File: config.mk
export PLATFORM = sky130hd
export DESIGN_NAME = time_triggered_task_release_core
export DESIGN_NICKNAME = d
export VERILOG_FILES = /design/src/hw/rtl/ttr_pkg.sv /design/src/hw/rtl/ttr_front.sv /design/src/hw/rtl/ttr_queue.sv /design/src/hw/rtl/ttr_back.sv /design/src/hw/rtl/time_triggered_task_release_core.sv
export VERILOG_INCLUDE_DIRS = /design/src /design/src/hw/rtl
export SDC_FILE = /design/constraint.sdc
export NUM_CORES = 1
export LEC_CHECK = 0
export ABC_AREA = 1
export BUFFER_PORTS_ARGS = -buffer_cell sky130_fd_sc_hd__buf_2
export CORE_UTILIZATION = 60
export DETAILED_ROUTE_END_ITERATION = 10
export PLACE_DENSITY = 0.82
export SLEW_MARGIN = 20
export SYNTH_ARGS = -nofsm -noshare
export SYNTH_HDL_FRONTEND = slang
export SYNTH_SLANG_ARGS = --single-unit
File: constraint.sdc
create_clock -name clk -period 7 [get_ports clk]
set_clock_uncertainty 0.05 [all_clocks]
set_input_delay 1.05 -clock clk [delete_from_list [all_inputs] [get_ports clk]]
set_output_delay 1.05 -clock clk [all_outputs]
set_load 0.01 [all_outputs]
File: src/hw/rtl/assert_macros.svh
// ---------------------------------------------------------------------------
// Assertion macros
// Concurrent assertion wrappers clocked on clk and disabled during rst.
// ---------------------------------------------------------------------------
`ifndef ASSERT_MACROS_SVH
`define ASSERT_MACROS_SVH

`ifndef SYNTHESIS

// The condition must hold at every clock edge outside reset.
`define ASSERT_ALWAYS(label, cond, msg) \
  label: assert property (@(posedge clk) disable iff (rst) (cond)) else $error(msg);

// The consequent must hold in the same cycle as the antecedent.
`define ASSERT_IMPLIES(label, ante, cons, msg) \
  label: assert property (@(posedge clk) disable iff (rst) (ante) |-> (cons)) else $error(msg);

// The consequent must hold in the cycle after the antecedent.
`define ASSERT_NEXT(label, ante, cons, msg) \
  label: assert property (@(posedge clk) disable iff (rst) (ante) |=> (cons)) else $error(msg);

`else

`define ASSERT_ALWAYS(label, cond, msg)
`define ASSERT_IMPLIES(label, ante, cons, msg)
`define ASSERT_NEXT(label, ante, cons, msg)

`endif

`endif

File: src/hw/rtl/ttr_pkg.sv
`timescale 1ns / 1ps
// ---------------------------------------------------------------------------
// ttr_pkg
// Shared types and constants of the time-triggered task release core.
// ---------------------------------------------------------------------------
package ttr_pkg;

  localparam int TASK_COUNT = 6;
  localparam int SLOT_REGS  = 6;
  localparam int REG_COUNT  = SLOT_REGS + 1;

  localparam int TICK_W     = 16;
  localparam int FIELD_W    = 8;
  localparam int STEP_W     = $clog2(TICK_W);

  localparam int ADDR_W     = $clog2(REG_COUNT * 4);
  localparam int REG_IDX_W  = ADDR_W - 2;
  localparam int DATA_W     = 32;

  localparam int QUEUE_DEPTH = 2;
  localparam int QPTR_W      = $clog2(QUEUE_DEPTH);
  localparam int QCNT_W      = $clog2(QUEUE_DEPTH + 1);

  localparam logic [TICK_W-1:0] PERIOD_RESET = TICK_W'(60000);

  // Register indexes (byte address divided by four).
  localparam logic [REG_IDX_W-1:0] REG_CYCLE_PERIOD   = REG_IDX_W'(0);
  localparam logic [REG_IDX_W-1:0] REG_TASK_SLOT_0    = REG_IDX_W'(1);
  localparam logic [REG_IDX_W-1:0] REG_TASK_SLOT_LAST = REG_IDX_W'(SLOT_REGS);

  // One task slot register: offset in the high byte, interval in the low byte.
  typedef struct packed {
    logic [FIELD_W-1:0] offset;
    logic [FIELD_W-1:0] interval;
  } slot_t;

  // One classified tick request passed from the front to the back.
  typedef struct packed {
    logic              pulse;
    logic [TICK_W-1:0] tick;
  } q_entry_t;

endpackage

File: src/hw/rtl/ttr_front.sv
`timescale 1ns / 1ps
// ---------------------------------------------------------------------------
// ttr_front
// Accepts tick requests, advances the wrapping tick counter and queues work.
// ---------------------------------------------------------------------------
`include "assert_macros.svh"

module ttr_front import ttr_pkg::*; (
  input  logic              clk,
  input  logic              rst,
  input  logic              in_valid,
  output logic              in_ready,
  input  logic              tick_pulse,
  input  logic [TICK_W-1:0] cycle_period,
  output logic              push_valid,
  input  logic              push_ready,
  output q_entry_t          push_item
);

  logic [TICK_W-1:0] tick_count;
  logic [TICK_W-1:0] tick_count_next;
  logic [TICK_W:0]   tick_inc;

  assign in_ready   = push_ready;
  assign push_valid = in_valid;

  // The counter wraps when it would reach the period, so it runs 0..period-1.
  always_comb begin
    tick_inc = {1'b0, tick_count} + (TICK_W + 1)'(1);
    if (tick_inc >= {1'b0, cycle_period}) begin
      tick_count_next = '0;
    end else begin
      tick_count_next = tick_inc[TICK_W-1:0];
    end
    push_item.pulse = tick_pulse;
    push_item.tick  = tick_pulse ? tick_count_next : tick_count;
  end

  always_ff @(posedge clk) begin
    if (rst) begin
      tick_count <= '0;
    end else if (in_valid && in_ready && tick_pulse) begin
      tick_count <= tick_count_next;
    end
  end

  `ASSERT_IMPLIES(a_tick_in_range, push_valid && push_ready && push_item.pulse, push_item.tick == '0 || push_item.tick < cycle_period, "advanced tick outside the cycle period")
  `ASSERT_NEXT(a_hold_without_pulse, in_valid && in_ready && !tick_pulse, $stable(tick_count), "counter moved on a request without a pulse")

endmodule

File: src/hw/rtl/ttr_queue.sv
`timescale 1ns / 1ps
// ---------------------------------------------------------------------------
// ttr_queue
// Short first-in first-out queue between the front and the back.
// ---------------------------------------------------------------------------
`include "assert_macros.svh"

module ttr_queue import ttr_pkg::*; (
  input  logic     clk,
  input  logic     rst,
  input  logic     push_valid,
  output logic     push_ready,
  input  q_entry_t push_item,
  output logic     pop_valid,
  input  logic     pop_ready,
  output q_entry_t pop_item
);

  q_entry_t          entries [QUEUE_DEPTH];
  logic [QPTR_W-1:0] wr_ptr;
  logic [QPTR_W-1:0] rd_ptr;
  logic [QCNT_W-1:0] count;
  logic              do_push;
  logic              do_pop;

  assign push_ready = (count != QCNT_W'(QUEUE_DEPTH));
  assign pop_valid  = (count != '0);
  assign pop_item   = entries[rd_ptr];
  assign do_push    = push_valid && push_ready;
  assign do_pop     = pop_valid && pop_ready;

  always_ff @(posedge clk) begin
    if (do_push) begin
      entries[wr_ptr] <= push_item;
    end
  end

  always_ff @(posedge clk) begin
    if (rst) begin
      wr_ptr <= '0;
      rd_ptr <= '0;
      count  <= '0;
    end else begin
      if (do_push) begin
        wr_ptr <= (wr_ptr == QPTR_W'(QUEUE_DEPTH - 1)) ? '0 : wr_ptr + QPTR_W'(1);
      end
      if (do_pop) begin
        rd_ptr <= (rd_ptr == QPTR_W'(QUEUE_DEPTH - 1)) ? '0 : rd_ptr + QPTR_W'(1);
      end
      if (do_push && !do_pop) begin
        count <= count + QCNT_W'(1);
      end else if (do_pop && !do_push) begin
        count <= count - QCNT_W'(1);
      end
    end
  end

  `ASSERT_ALWAYS(a_count_bound, count <= QCNT_W'(QUEUE_DEPTH), "queue fill count exceeds its depth")

endmodule

File: src/hw/rtl/ttr_back.sv
`timescale 1ns / 1ps
// ---------------------------------------------------------------------------
// ttr_back
// Serial remainder lanes, one per task, and the result output register.
// ---------------------------------------------------------------------------
`include "assert_macros.svh"

module ttr_back import ttr_pkg::*; (
  input  logic                  clk,
  input  logic                  rst,
  input  logic                  pop_valid,
  output logic                  pop_ready,
  input  q_entry_t              pop_item,
  input  slot_t                 slots [TASK_COUNT],
  output logic                  out_valid,
  input  logic                  out_ready,
  output logic [TASK_COUNT-1:0] release_mask,
  output logic [TICK_W-1:0]     tick_value
);

  typedef enum logic {
    ST_IDLE,
    ST_RUN
  } state_t;

  state_t             state;
  logic [STEP_W-1:0]  step;
  logic               item_pulse;
  logic [TICK_W-1:0]  item_tick;
  logic [TICK_W-1:0]  dvd  [TASK_COUNT];
  logic [FIELD_W-1:0] rem  [TASK_COUNT];

  logic [TICK_W-1:0]  dist_load [TASK_COUNT];
  logic [FIELD_W-1:0] rem_next  [TASK_COUNT];
  logic [FIELD_W:0]   partial   [TASK_COUNT];
  logic [TASK_COUNT-1:0] mask_next;
  logic               last_step;
  logic               out_free;
  logic               step_en;

  assign out_free  = !out_valid || out_ready;
  assign last_step = (step == STEP_W'(TICK_W - 1));
  assign step_en   = (state == ST_RUN) && (!last_step || out_free);
  assign pop_ready = (state == ST_IDLE);

  // Each lane takes one dividend bit per cycle, most significant first, unless a full output register stalls it.
  always_comb begin
    for (int i = 0; i < TASK_COUNT; i++) begin
      if (pop_item.tick >= {{(TICK_W - FIELD_W){1'b0}}, slots[i].offset}) begin
        dist_load[i] = pop_item.tick - {{(TICK_W - FIELD_W){1'b0}}, slots[i].offset};
      end else begin
        dist_load[i] = {{(TICK_W - FIELD_W){1'b0}}, slots[i].offset} - pop_item.tick;
      end
      partial[i] = {rem[i], dvd[i][TICK_W-1]};
      if (partial[i] >= {1'b0, slots[i].interval}) begin
        partial[i] = partial[i] - {1'b0, slots[i].interval};
      end
      rem_next[i]  = partial[i][FIELD_W-1:0];
      mask_next[i] = item_pulse && (slots[i].interval != '0) && (rem_next[i] == '0);
    end
  end

  always_ff @(posedge clk) begin
    if (rst) begin
      state     <= ST_IDLE;
      out_valid <= 1'b0;
      step      <= '0;
    end else begin
      if (step_en && last_step) begin
        out_valid <= 1'b1;
      end else if (out_valid && out_ready) begin
        out_valid <= 1'b0;
      end
      unique case (state)
        ST_IDLE: begin
          if (pop_valid) begin
            item_pulse <= pop_item.pulse;
            item_tick  <= pop_item.tick;
            for (int i = 0; i < TASK_COUNT; i++) begin
              dvd[i] <= dist_load[i];
              rem[i] <= '0;
            end
            step  <= '0;
            state <= ST_RUN;
          end
        end
        ST_RUN: begin
          if (step_en) begin
            for (int i = 0; i < TASK_COUNT; i++) begin
              rem[i] <= rem_next[i];
              dvd[i] <= {dvd[i][TICK_W-2:0], 1'b0};
            end
            step <= step + STEP_W'(1);
            if (last_step) begin
              release_mask <= mask_next;
              tick_value   <= item_tick;
              state        <= ST_IDLE;
            end
          end
        end
        default: begin
          state <= ST_IDLE;
        end
      endcase
    end
  end

  for (genvar g = 0; g < TASK_COUNT; g++) begin : g_lane_chk
    `ASSERT_IMPLIES(a_rem_bound, state == ST_RUN && slots[g].interval != '0, rem[g] < slots[g].interval, "lane remainder not below its interval")
  end

  `ASSERT_NEXT(a_stall_on_full, state == ST_RUN && last_step && !out_free, state == ST_RUN && last_step, "lane finished into a full output register")
  `ASSERT_NEXT(a_no_pulse_no_mask, state == ST_RUN && last_step && out_free && !item_pulse, out_valid && release_mask == '0, "release raised on a request without a pulse")

endmodule

File: src/hw/rtl/time_triggered_task_release_core.sv
`timescale 1ns / 1ps
// ---------------------------------------------------------------------------
// time_triggered_task_release_core
// Cyclic tick counter with per-task interval and offset release masks.
// ---------------------------------------------------------------------------
// Each request on the input channel is one system tick. When tick_pulse is
// set the tick counter advances by one and wraps to zero when it would reach
// cycle_period, so it runs from 0 to cycle_period-1 (a period of zero holds
// it at zero). Every request gives exactly one result: release_mask has bit i
// set when the distance between the counter and task i's offset is a whole
// multiple of its interval, an interval of zero never releases, and a request
// without a pulse returns a zero mask and the unchanged counter. Each request
// occupies the back end until done: taken from the queue, then restoring
// remainder in six task lanes side by side, one dividend bit a cycle unless
// the output register is full. The front end takes requests while the
// two-entry queue has room, so a short burst is absorbed while the back end
// works or waits for the output register to be taken. The user must write
// registers through the APB port only while the block is idle; not enforced.
// ---------------------------------------------------------------------------

module time_triggered_task_release_core import ttr_pkg::*; (
  input  logic                  clk,
  input  logic                  rst,
  // APB configuration port
  input  logic                  psel,
  input  logic                  penable,
  input  logic                  pwrite,
  input  logic [ADDR_W-1:0]     paddr,
  input  logic [DATA_W-1:0]     pwdata,
  output logic [DATA_W-1:0]     prdata,
  output logic                  pready,
  // Tick request channel
  input  logic                  in_valid,
  output logic                  in_ready,
  input  logic                  tick_pulse,
  // Result channel
  output logic                  out_valid,
  input  logic                  out_ready,
  output logic [TASK_COUNT-1:0] release_mask,
  output logic [TICK_W-1:0]     tick_value
);

  logic [TICK_W-1:0]    cycle_period;
  slot_t                task_slot [SLOT_REGS];
  slot_t                lane_slot [TASK_COUNT];
  logic [REG_IDX_W-1:0] reg_idx;
  logic                 reg_wr;

  logic                 push_valid;
  logic                 push_ready;
  q_entry_t             push_item;
  logic                 pop_valid;
  logic                 pop_ready;
  q_entry_t             pop_item;

  // The port never inserts wait states; the register index is the word address.
  assign pready  = 1'b1;
  assign reg_idx = paddr[ADDR_W-1:2];
  assign reg_wr  = psel && penable && pwrite && pready;

  always_ff @(posedge clk) begin
    if (rst) begin
      cycle_period <= PERIOD_RESET;
      for (int i = 0; i < SLOT_REGS; i++) begin
        task_slot[i] <= '0;
      end
    end else if (reg_wr) begin
      unique case (reg_idx) inside
        REG_CYCLE_PERIOD: begin
          cycle_period <= pwdata[TICK_W-1:0];
        end
        [REG_TASK_SLOT_0:REG_TASK_SLOT_LAST]: begin
          task_slot[reg_idx - REG_TASK_SLOT_0] <= pwdata[TICK_W-1:0];
        end
        default: begin
          // Addresses beyond the register list are ignored.
        end
      endcase
    end
  end

  // Reads return the register contents; addresses beyond the list read zero.
  always_comb begin
    unique case (reg_idx) inside
      REG_CYCLE_PERIOD: begin
        prdata = {{(DATA_W - TICK_W){1'b0}}, cycle_period};
      end
      [REG_TASK_SLOT_0:REG_TASK_SLOT_LAST]: begin
        prdata = {{(DATA_W - TICK_W){1'b0}}, task_slot[reg_idx - REG_TASK_SLOT_0]};
      end
      default: begin
        prdata = '0;
      end
    endcase
  end

  // The first TASK_COUNT slots, here all of them, feed the remainder lanes.
  always_comb begin
    for (int i = 0; i < TASK_COUNT; i++) begin
      lane_slot[i] = task_slot[i];
    end
  end

  ttr_front u_front (
    .clk          (clk),
    .rst          (rst),
    .in_valid     (in_valid),
    .in_ready     (in_ready),
    .tick_pulse   (tick_pulse),
    .cycle_period (cycle_period),
    .push_valid   (push_valid),
    .push_ready   (push_ready),
    .push_item    (push_item)
  );

  ttr_queue u_queue (
    .clk        (clk),
    .rst        (rst),
    .push_valid (push_valid),
    .push_ready (push_ready),
    .push_item  (push_item),
    .pop_valid  (pop_valid),
    .pop_ready  (pop_ready),
    .pop_item   (pop_item)
  );

  ttr_back u_back (
    .clk          (clk),
    .rst          (rst),
    .pop_valid    (pop_valid),
    .pop_ready    (pop_ready),
    .pop_item     (pop_item),
    .slots        (lane_slot),
    .out_valid    (out_valid),
    .out_ready    (out_ready),
    .release_mask (release_mask),
    .tick_value   (tick_value)
  );

endmodule

==> results.yml, run 1 <==
grt:
  grt_max_degree: 86
  grt-ovfl-total: 0
  grt_pass1_vias: 22100
  track_usage_pct: 33.8
  grt_pass1_wl_um: 121000
  antenna_found_initial: 1
worst_setup_path:
  path_common_cell: "buf_2"
  required_ps: 5900
  path_class: "input pin to primary output"
  path_buf_inv: 4
  cp_top_family: "buffers and inverters"
  cp-start-kind: "input pin"
  crit_path_cell_trace: "buf_2 > inv_2 > ha_1 > xnor2_4 > clkinv_1 > o221ai_1 > nand3_1 > o21ai_0 > buf_2"
  arrival_ps: 4170
  end_kind: "primary output"
  critPathMaxFanout: 53
  cpPeakStageDelay_ps: 710
  slowest_stage: "clkinv_1"
floorplanning:
  die_h_um: 214
  start_util_pct: 61.0
  die_x_um: 214
  pin_count: 102
  die_area_um2: 45900
  rows: 77
  core_um2: 44300
route:
  avgRoutedWirePerCell_um: 18.6
  first_iter_violations: 3074
  vias_per_cell: 5.76
  wl_um: 78100
  vias: 24100
  firstDrtPassIters: 8
  drc: 0
  antenna_left: 0
layout:
  final_nets: 3795
  area_delta_synth_final_pct: 8.20
  fin_area_um2: 29300
  insertedDiodeCount: 0
  drive_above_1_share_pct: 6.33
placement:
  post_dp_cell_area_um2: 27800
  io_buffers: 66
  place_congestion: 0.999
  dp_hpwl_um: 55800
clocking:
  postCtsSetupRepairBufs: 0
  ctsResizeCount: 0
  cts_tree: "done"
  numCtsBuffers: 43
  clkTransAtPathRegs_ps: 50
  clockRootBuffer: "clkbuf_16"
  hold_buffers: 0
  clk_path_buf_depth: 3
  clk_latency_ps: 620
  htree_num_levels: 2
  cts_sinks: 388
timing:
  tns_ps: 0
  hold_violations: 0
  fmax_ghz: 0.190
  setup_viol: 0
  tightest_slew_ps: 1090
  fin_crit_sh_pct: 75.3
  rsz0062_at_grt: "false"
  fin_crit_ps: 5270
  slew_viol_final: 0
  relSlewSlack_pct: 27.4
yosys:
  synth_area_per_cell_um2: 7.63
  ys_types: 47
  synth_flop_cell: "edfxtp_1"
  synth_cells: 3544
  yosysMostFrequentCell: "nand2_1"
  ys_ff_latch: 388
  yosys_warnings: 0
  synth_area_leader_cell: "edfxtp_1"
  synth_edf_count: 340
  yosysSeqAreaShare_pct: 41.3
  synth_area_leaders: "edfxtp_1 (38%), nand2_1 (14%), ha_1 (7.7%)"
  synth.top_cell.area_share_pct: 37.8
  async_reset_ff_share_pct: 0
  netlist_area_um2: 27000
  synthTopCellsByCount: "nand2_1 (1018), inv_1 (435), nor2_1 (397)"
power:
  power_density_nw_per_um2: 417
  cellLeakagePower_nw: 13.5
  combPwrFrac_pct: 52.1
  p_switching_mw: 5.65
  clockPowerShare_pct: 19.4
  p_seq_share_pct: 28.5
  p_int_mw: 6.57
  vdd_drop_max_v: 0.000298
  swShare_pct: 46.2
run:
  cap_viol_max_count: 0
outcome:
  status: "finished clean"
min_path:
  min-delay-path-class: "flip-flop to flip-flop"
metal layers:
layer	global-route usage, %	part of all wire (%)	vias up
met5	0	0	-
li1	-	-	11600
met1	47.4	41	11100
met2	52.7	44	1235
met3	4.74	11	178
met4	14.2	4.3	0
final timing paths:
kind	depth (start not counted)	to	start	slack (ps)
hold / removal	0	u_back.tick_value[8]	u_back.item_tick[8]	370
setup / recovery	9	prdata[5]	paddr[2]	1730
hold reg to reg	0	u_back.tick_value[8]	u_back.item_tick[8]	370
setup reg to reg	16	u_back.dvd[0][15]	flip-flop	2360
power groups by stage:
stage	registers, mW	clock network, mW	logic [mW]
after global routing	3.53	2.46	7.05
after detailed placement	3.52	0	6.16
final	3.48	2.36	6.37
after CTS	3.48	2.38	6.21
after floorplan	3.47	0	4.58
after global placement	3.50	0	6.09
metrics by stage:
step | instances | power [mW] | util, % | hold WS [ps] | setup WS [ps]
2_1_floorplan | 3559 | 8.05 | - | 350 | 1490
3_3_place_gp | 4111 | 9.58 | 62.6 | 350 | 1730
3_5_place_dp | 4111 | 9.68 | 62.6 | 355 | 1630
4_1_cts | 4191 | 12.1 | 66.0 | 368 | 1810
5_1_grt | 4192 | 13.0 | 66.0 | 381 | 1550
6_report | 4192 | 12.2 | 66.0 | 368 | 1730
flip-flops by register name, summed over array words and instances (netlist names), 2 cells and up, named ones only:
register / flops
u_back.item_tick: 16
u_front.tick_count: 16
u_queue.count: 2
u_back.step: 4
cycle_period: 16
task_slot: 128
u_back.dvd: 96
u_queue.entries: 34
u_back.rem: 48
u_back.tick_value: 16
u_back.release_mask: 6
logic make-up (layout without fill, tap and decap cells):
| kind of cell | Yosys count | count (layout) | synth area share, % |
|---|---|---|---|
| other | 2 | 17 | 0.0278 |
| adders and majority gates | 185 | 185 | 9.06 |
| xor gates and xnor gates | 109 | 109 | 3.60 |
| DFF | 388 | 388 | 41.3 |
| AOI/OAI and AO/OA | 486 | 486 | 9.76 |
| and+or+nand+nor | 1793 | 1793 | 27.6 |
| buffers and inverters | 581 | 622 | 8.69 |
worst register-to-register path: stages, from the launching register on:
cell,delay (ps)
dfxtp_1,310
buf_4,290
inv_4,160
or2_2,300
o21ai_1,560
inv_1,560
ha_1,500
nand2_1,90
nor2_1,90
nand4_1,200
inv_1,80
nor3_2,700
nand2_1,160
nand2_1,110
nand2_1,50
nand2_1,60
nand2_1,100
area by class of cell:
cell class	count	area, um2
sequential	388	11200
timing repair buffer	98	603
fill	3791	15100
multi-input combinational	2590	13600
tap	592	741
clock buffer	52	1130
inverter	444	1670
clock inverter	28	337
cells in the final DEF (no fill, tap or decap), types with 27 or more instances in the layout:
cell type	netlist	final
nor2_1	397	394
edfxtp_1	340	340
xor2_1	82	82
inv_1	435	433
o21ai_1	22	27
a21oi_1	161	161
nand4_1	51	51
o21ai_0	225	220
buf_2	21	66
nand3_1	252	252
buf_4	20	30
dfxtp_1	48	48
ha_1	167	167
nand2_1	1018	1017
clkbuf_16	0	43
Power figures use the tool's default switching activity.
==> inputs of run 2 (changes only) <==
==> constraint.sdc (replaced) <==
create_clock -name clk -period 5.43 [get_ports clk]
set_clock_uncertainty 0.05 [all_clocks]
set_input_delay 0.8145 -clock clk [delete_from_list [all_inputs] [get_ports clk]]
set_output_delay 0.8145 -clock clk [all_outputs]
set_load 0.01 [all_outputs]
==> results.yml, run 2 (synthesized netlist as in run 1, its figures left out) <==
outcome:
  status: "finished clean"
power:
  vdd_drop_max_v: 0.000407
  p_int_mw: 8.45
  swShare_pct: 46.9
  cellLeakagePower_nw: 13.5
  clockPowerShare_pct: 19.0
  p_seq_share_pct: 28.3
  p_switching_mw: 7.46
  power_density_nw_per_um2: 543
  combPwrFrac_pct: 52.7
route:
  firstDrtPassIters: 8
  first_iter_violations: 2861
  antenna_left: 0
  vias_per_cell: 5.80
  avgRoutedWirePerCell_um: 19.1
  drc: 0
  wl_um: 80400
  vias: 24400
floorplanning:
  pin_count: 102
  die_h_um: 214
  die_area_um2: 45900
  start_util_pct: 61.0
  rows: 77
  core_um2: 44300
  die_x_um: 214
grt:
  grt_pass1_wl_um: 125000
  track_usage_pct: 34.8
  grt_pass1_vias: 22800
  grt_max_degree: 75
  antenna_found_initial: 2
  grt-ovfl-total: 0
timing:
  fin_crit_ps: 4300
  relSlewSlack_pct: 31.7
  hold_violations: 0
  tightest_slew_ps: 1020
  tns_ps: 0
  setup_viol: 0
  fin_ws_ps: 1130
  slew_viol_final: 0
  fmax_ghz: 0.232
  fin_crit_sh_pct: 79.3
  rsz0062_at_grt: "false"
worst_setup_path:
  slowest_stage: "inv_1"
  crit_path_cell_trace: "buf_2 > inv_2 > buf_4 > ha_1 > buf_4 > inv_1 > o21ai_0 > o221ai_1 > nand3_1 > o21ai_0 > buf_2"
  arrival_ps: 3440
  required_ps: 4570
  cp-start-kind: "input pin"
  path_class: "input pin to primary output"
  cpPeakStageDelay_ps: 510
  critPathMaxFanout: 37
  end_kind: "primary output"
clocking:
  hold_buffers: 0
  htree_num_levels: 2
  numCtsBuffers: 42
  ctsResizeCount: 0
  clockRootBuffer: "clkbuf_16"
  clk_latency_ps: 610
  clkTransAtPathRegs_ps: 60
  postCtsSetupRepairBufs: 0
  cts_sinks: 388
  clk_path_buf_depth: 3
  cts_tree: "done"
placement:
  post_dp_cell_area_um2: 27800
  post-place-cells: 4121
  dp_hpwl_um: 58100
  io_buffers: 66
  place_congestion: 1.03
  dp_slack_ps: 955
layout:
  nFillCells: 3848
  finalNonFillerCells: 4201
  final_cell_mix: "nand2_1 (1017), inv_1 (433), nor2_1 (394)"
  area_delta_synth_final_pct: 8.38
  layout_commonest_cell: "nand2_1"
  drive_above_1_share_pct: 6.65
  largest_reg_flops: 128
  reg.largest.list: "task_slot x128, u_back.dvd x96, u_back.rem x48"
  fin_area_um2: 29300
  final_nets: 3804
  top_register: "task_slot"
run:
  cap_viol_max_count: 0
min_path:
  min-delay-path-class: "flip-flop to flip-flop"
[run 2: changes by cell type in the layout (fill, tap and decap cells not counted), moves of 2 or more]
cell,before,now
clkinv_2,8,5
clkinv_1,9,7
inv_6,2,4
clkinv_8,0,2
clkbuf_1,7,5
clkinv_4,0,2
clkinvlp_4,3,6
buf_4,30,40
[run 2: metal layers]
| metal | vias to the layer above | wire length (um) | track usage, % |
|---|---|---|---|
| li1 | 11600 | - | - |
| met1 | 11200 | 32600 | 47.9 |
| met2 | 1296 | 34700 | 53.0 |
| met3 | 233 | 9230 | 6.79 |
| met4 | 0 | 3840 | 16.6 |
| met5 | - | 0 | 0 |
[run 2: worst max-delay path, delay by kind of cell]
| family | cells | cell delay (ps) |
|---|---|---|
| buffers and inverters | 6 | 1460 |
| adder cells (fa/ha/maj) | 1 | 300 |
| AND/OR/NAND/NOR | 1 | 200 |
| AO/OA/AOI/OAI | 3 | 650 |
[run 2: final timing paths]
| check | start | endpoint | slack [ps] | cells past startpoint |
|---|---|---|---|---|
| worst min-delay path | u_back.item_tick[10] | u_back.tick_value[10] | 370 | 0 |
| worst max-delay path | paddr[2] | prdata[15] | 1130 | 11 |
| worst min register to register | u_back.item_tick[10] | u_back.tick_value[10] | 370 | 0 |
| worst max register to register | flip-flop | u_back.dvd[5][14] | 1490 | 13 |
[run 2: power groups by stage]
stage / Clock [mW] / Sequential (mW) / Combinational [mW]
2_1_floorplan: 0 / 4.47 / 5.91
3_3_place_gp: 0 / 4.52 / 8.00
3_5_place_dp: 0 / 4.55 / 8.10
4_1_cts: 3.03 / 4.50 / 8.17
5_1_grt: 3.12 / 4.56 / 9.27
6_report: 3.02 / 4.51 / 8.39
[run 2: area by class of cell]
type / instances / area, um2 / area share [%]
Inverter: 444 / 1670 / 5.70
Multi-Input combinational cell: 2590 / 13600 / 46.4
Timing Repair Buffer: 108 / 678 / 2.31
Clock inverter: 30 / 354 / 1.21
Tap cell: 592 / 741 / 2.53
Antenna cell: 1 / 2.50 / 0.00854
Sequential cell: 388 / 11200 / 38.1
Clock buffer: 48 / 1080 / 3.70
[run 2: through the flow]
| step | hold slack [ps] | utilization, % | total power [mW] |
|---|---|---|---|
| after floorplan | 350 | - | 10.4 |
| after global placement | 351 | 62.8 | 12.5 |
| after detailed placement | 356 | 62.8 | 12.6 |
| after CTS | 356 | 66.1 | 15.7 |
| after global routing | 375 | 66.1 | 16.9 |
| final | 368 | 66.1 | 15.9 |
